File: src/rtl/core/nvs_pkg.sv
`timescale 1ns / 1ps
`default_nettype none

package nvs_pkg;

  localparam int INDEX_WIDTH      = 12;
  localparam int COUNT_WIDTH      = 13;
  localparam int COORD_PORT_WIDTH = 24;
  localparam int DIST_WIDTH       = 50;

  // request opcodes
  localparam logic CMD_WRITE = 1'b0;
  localparam logic CMD_QUERY = 1'b1;

  // saturation limit of every squared term and of the sum
  localparam logic [DIST_WIDTH-1:0] DIST_MAX = {DIST_WIDTH{1'b1}};

  typedef struct packed {
    logic                               cmd;
    logic [INDEX_WIDTH-1:0]             vertex_index;
    logic signed [COORD_PORT_WIDTH-1:0] coord_x;
    logic signed [COORD_PORT_WIDTH-1:0] coord_y;
    logic signed [COORD_PORT_WIDTH-1:0] coord_z;
  } nvs_req_t;

  typedef struct packed {
    logic [INDEX_WIDTH-1:0] nearest_index;
    logic [DIST_WIDTH-1:0]  nearest_distance_sq;
  } nvs_res_t;

  // controller to datapath
  typedef struct packed {
    logic load_query;
    logic write_vertex;
    logic read_vertex;
    logic read_first;
  } nvs_cmd_t;

  // datapath to controller
  typedef struct packed {
    logic pipe_empty;
  } nvs_status_t;

endpackage

`default_nettype wire

File: src/rtl/core/nvs_ctrl.sv
`timescale 1ns / 1ps
`default_nettype none

module nvs_ctrl
  import nvs_pkg::*;
#(
  parameter int MAX_VERTICES = 4096,
  localparam int AW = $clog2(MAX_VERTICES)
) (
  input  wire logic                   clk,
  input  wire logic                   rst,
  input  wire logic                   start,
  input  wire nvs_req_t               request,
  output logic                        busy,
  output logic                        done,
  input  wire logic                   cfg_valid,
  input  wire logic [COUNT_WIDTH-1:0] cfg_data,
  output nvs_cmd_t                    cmd,
  output logic      [AW-1:0]          rd_addr,
  input  wire nvs_status_t            status
);

  typedef enum logic [3:0] {
    ST_IDLE  = 4'b0001,
    ST_SCAN  = 4'b0010,
    ST_DRAIN = 4'b0100,
    ST_DONE  = 4'b1000
  } state_t;

  state_t                 state, state_next;
  logic [AW-1:0]          addr, addr_next;
  logic [AW-1:0]          last_addr, last_addr_next;
  logic [COUNT_WIDTH-1:0] vertex_count;
  logic [31:0]            count_wide;
  logic [31:0]            scan_len;
  logic                   accept;
  logic                   index_ok;

  // clamp count to 1..MAX_VERTICES
  always_comb begin
    count_wide = 32'(vertex_count);
    if (count_wide == 32'd0) begin
      scan_len = 32'd1;
    end else if (count_wide > 32'(MAX_VERTICES)) begin
      scan_len = 32'(MAX_VERTICES);
    end else begin
      scan_len = count_wide;
    end
  end

  assign index_ok = 32'(request.vertex_index) < 32'(MAX_VERTICES);
  assign busy     = (state == ST_SCAN) || (state == ST_DRAIN);
  assign done     = (state == ST_DONE);
  assign accept   = start && !busy;
  assign rd_addr  = addr;

  always_comb begin
    state_next     = state;
    addr_next      = addr;
    last_addr_next = last_addr;
    cmd            = '0;
    unique case (state)
      ST_IDLE, ST_DONE: begin
        state_next = ST_IDLE;
        if (accept) begin
          if (request.cmd == CMD_QUERY) begin
            cmd.load_query = 1'b1;
            addr_next      = '0;
            last_addr_next = AW'(scan_len - 32'd1);
            state_next     = ST_SCAN;
          end else begin
            cmd.write_vertex = index_ok;
          end
        end
      end
      ST_SCAN: begin
        cmd.read_vertex = 1'b1;
        cmd.read_first  = (addr == '0);
        addr_next       = addr + AW'(1);
        if (addr == last_addr) begin
          state_next = ST_DRAIN;
        end
      end
      ST_DRAIN: begin
        if (status.pipe_empty) begin
          state_next = ST_DONE;
        end
      end
      default: begin
        state_next = ST_IDLE;
      end
    endcase
  end

  always_ff @(posedge clk) begin
    if (rst) begin
      state        <= ST_IDLE;
      vertex_count <= COUNT_WIDTH'(1);
    end else begin
      state <= state_next;
      if (cfg_valid) begin
        vertex_count <= cfg_data;
      end
    end
    addr      <= addr_next;
    last_addr <= last_addr_next;
  end

endmodule

`default_nettype wire

File: config.mk
export PLATFORM = sky130hd
export DESIGN_NAME = nvs_ctrl
export DESIGN_NICKNAME = d
export VERILOG_FILES = /design/src/rtl/core/nvs_pkg.sv /design/src/rtl/core/nvs_ctrl.sv
export SDC_FILE = /design/constraint.sdc
export NUM_CORES = 1
export LEC_CHECK = 0
export BUFFER_PORTS_ARGS = -buffer_cell sky130_fd_sc_hd__buf_2
export CAP_MARGIN = 25
export CORE_MARGIN = 2
export CORE_UTILIZATION = 40
export CTS_CLUSTER_DIAMETER = 50
export DETAILED_ROUTE_END_ITERATION = 6
export PLACE_DENSITY = 0.74
export REMOVE_ABC_BUFFERS = 1
export SETUP_SLACK_MARGIN = 0.4
export SYNTH_ARGS = -nofsm -noshare
export SYNTH_HDL_FRONTEND = slang
export SYNTH_SLANG_ARGS = --single-unit
File: constraint.sdc
create_clock -name clk -period 2.3 [get_ports clk]
set_input_delay 0.345 -clock clk [delete_from_list [all_inputs] [get_ports clk]]
set_output_delay 0.345 -clock clk [all_outputs]
set_load 0.01 [all_outputs]
==> flow_summary.toml <==
[logic_synthesis]
synth_ff_type = "edfxtp_1"
syn_avg_cell_area_um2 = 10.4
synth.yosys.seq_area_share = 0.493
synth_top_area_share = 0.335
yosysTopAreaCell = "edfxtp_1"
async_flop_share = 0
yosysMostFrequentCell = "nor2_1"
synth_edf_count = 24
syn_inst = 206
yosysWarnings = 0
synth.area.top_cells = "edfxtp_1 33%, dfxtp_1 16%, xnor2_1 6.9%"
synth_seq_cells = 41
syn_area_um2 = 2150
synth_commonest_cells = "30 x nor2_1, 24 x edfxtp_1, 17 x dfxtp_1, 17 x xnor2_1, 14 x nand2_1"
synthDistinctLibCells = 41

[finish]
finish.utilization = 0.537
fin_area_um2 = 2760
area_delta_synth_final_pct = 28.3
drive_above_1_share = 0.367
n_antenna_cell = 0
fin_nets = 372
fillers = 475

[worst_setup_path]
crit_type = "register to primary output"
timing.rr.start = "vertex_count[7]"
endpoint_kind = "primary output"
crit_path_max_fanout = 4
r2r_cells = 6
crit_required_ns = 1.96
worstPathArrival_ns = 1.63
worstSetupStartpointType = "register"
rr_endpoint = "last_addr[6]"
cp-endpoint = "cmd[0]"
startpoint = "state[0]"
r2r_slack_ns = 0.38

[global_routing]
grt_max_degree = 16
grt_pass1_vias = 1532
grt_pass1_wl_mm = 7.22
grt_antenna_before_repair = 0
grt-ovfl-total = 0
grt_usage = 0.151

[hold_path]
hold_path_class = "primary input to register"

[placement]
globalplace.congestion = 0.817
portBuffers = 36
hpwl_mm = 3.05
place_area_um2 = 2480
dp_slack_ns = 0.0877

[floorplan]
rows = 26
ioPinCount = 121
die_y_um = 77.4
dieArea_um2 = 5980
die_w_um = 77.4
start_util = 0.419
core_um2 = 5140

[timing]
hold_violations = 0
min_period_ns = 1.97
drv_slew = 0
max_freq_mhz = 507
tns_ns = 0
finalSetupViolCount = 0
rsz0062_at_grt = "yes"
slew_headroom = 0.581
whs_ns = 0.269
period_share = 0.857
worst_slack_ns = 0.329
worst_pin_slew_ns = 0.622
clock_skew_ns = 0.00348

[clocking]
cts_buffers = 5
clk_root_buffer_cell = "clkbuf_8"
hold_buffers = 0
cts-htree-levels = 2
clockBufferDepth = 2
cts_tree = "done"
worstSkewPairLatency_ns = 0.30
cts.sinks = 41
clk_pin_slew_ns = 0.08

[routing]
route.detailed.drc = 0
viasPerCell = 5.04
wl_per_cell_um = 12.6
antenna_left = 0
vias = 1698
drtPass1Iterations = 4
detail_route.iter0.violations = 43
routed_wl_mm = 4.24

[power]
switching_share = 0.265
pwr-share-seq = 0.543
internal_power_w = 0.00117
pwr_density_cell_nw_per_um2 = 575
combinationalPowerShare = 0.166
switchingPower_w = 0.000421
p_leak_nw = 1.12
ir_drop_v = 0.000467
clkPwrFrac = 0.291

[outcome]
outcome = "completed"

[run]
max-cap-violations = 0
## power groups by stage
stage	logic, W	clock network [W]	registers [W]
floorplan	0.000133	0	0.000879
global placement	0.000215	0	0.000879
detailed placement	0.000220	0	0.000880
CTS	0.000241	0.000472	0.000864
global route	0.000294	0.000509	0.000869
finish	0.000263	0.000463	0.000863
## placed cells by master, fill, tap and decap left out, drive strengths merged, types with 2 or more instances in the layout
master | Yosys | routed
dfxtp | 17 | 17
or4b | 2 | 2
nor4 | 5 | 5
clkbuf | 5 | 5
nand2 | 14 | 14
nor4b | 2 | 2
xnor2 | 17 | 17
buf | 3 | 61
o211ai | 2 | 2
edfxtp | 24 | 24
nor3 | 5 | 5
and4 | 2 | 2
mux2i | 12 | 12
ha | 3 | 3
nor2 | 30 | 30
and3 | 2 | 2
nand4 | 7 | 7
a21oi | 4 | 4
clkinv | 2 | 4
nand3 | 8 | 8
xor2 | 12 | 12
inv | 7 | 7
o31ai | 2 | 2
and2 | 2 | 2
o21ai | 6 | 6
## area by class of cell
cell class	count	area (um2)	area share
clock inverters	3	17.5	0.00634
clock buffers	5	68.8	0.0249
flip-flops and latches	41	1080	0.391
well taps	70	87.6	0.0317
multi-input cells	148	1080	0.392
inverters	9	38.8	0.0140
repair buffers	61	387	0.140
## metal layers
| layer | part of all wire | vias up | GRT usage |
|---|---|---|---|
| met4 | 0.014 | 0 | 0.0429 |
| met1 | 0.43 | 780 | 0.192 |
| li1 | - | 864 | - |
| met2 | 0.51 | 48 | 0.258 |
| met3 | 0.045 | 6 | 0.0349 |
| met5 | 0 | - | 0 |
## worst max-delay path, stage by stage (launching register included)
cell,delay [ns]
dfxtp_2,0.34
or4b_4,0.56
nor4_2,0.14
and3_1,0.18
buf_2,0.12
## timing repair
item,CTS,global route
endpoints found under the setup margin,8,7
pin swaps,5,9
buffers inserted,7,6
resized for setup,13,19
## worst min path at each step
| stage | startpoint | end | slack [ns] | cells after the start |
|---|---|---|---|---|
| 2_1_floorplan | rst | state[1] | 0.41 | 1 |
| 3_3_place_gp | vertex_count[0] | vertex_count[0] | 0.53 | 2 |
| 3_5_place_dp | vertex_count[1] | vertex_count[1] | 0.54 | 2 |
| 4_1_cts | cfg_data[0] | vertex_count[0] | 0.26 | 3 |
| 5_1_grt | cfg_data[0] | vertex_count[0] | 0.26 | 3 |
| 6_report | cfg_data[0] | vertex_count[0] | 0.27 | 3 |
## cells by family after synthesis
family / count (synthesis) / synth area share
flops: 41 / 0.493
xor+xnor: 29 / 0.118
mux: 13 / 0.0610
buf+inv: 17 / 0.0337
simple gates: 82 / 0.201
compound gates: 21 / 0.0756
fa+ha+maj: 3 / 0.0174
## stage by stage
stage	power [W]	std cells
2_1_floorplan	0.00101	198
3_3_place_gp	0.00109	316
3_5_place_dp	0.00110	316
4_1_cts	0.00158	331
5_1_grt	0.00167	337
6_report	0.00159	337
## sequential cells by signal, summed over array words and instances (netlist names)
signal,flops
rd_addr,12
state,4
vertex_count,13
last_addr,12
No activity file was read; power rests on OpenSTA's default activity.
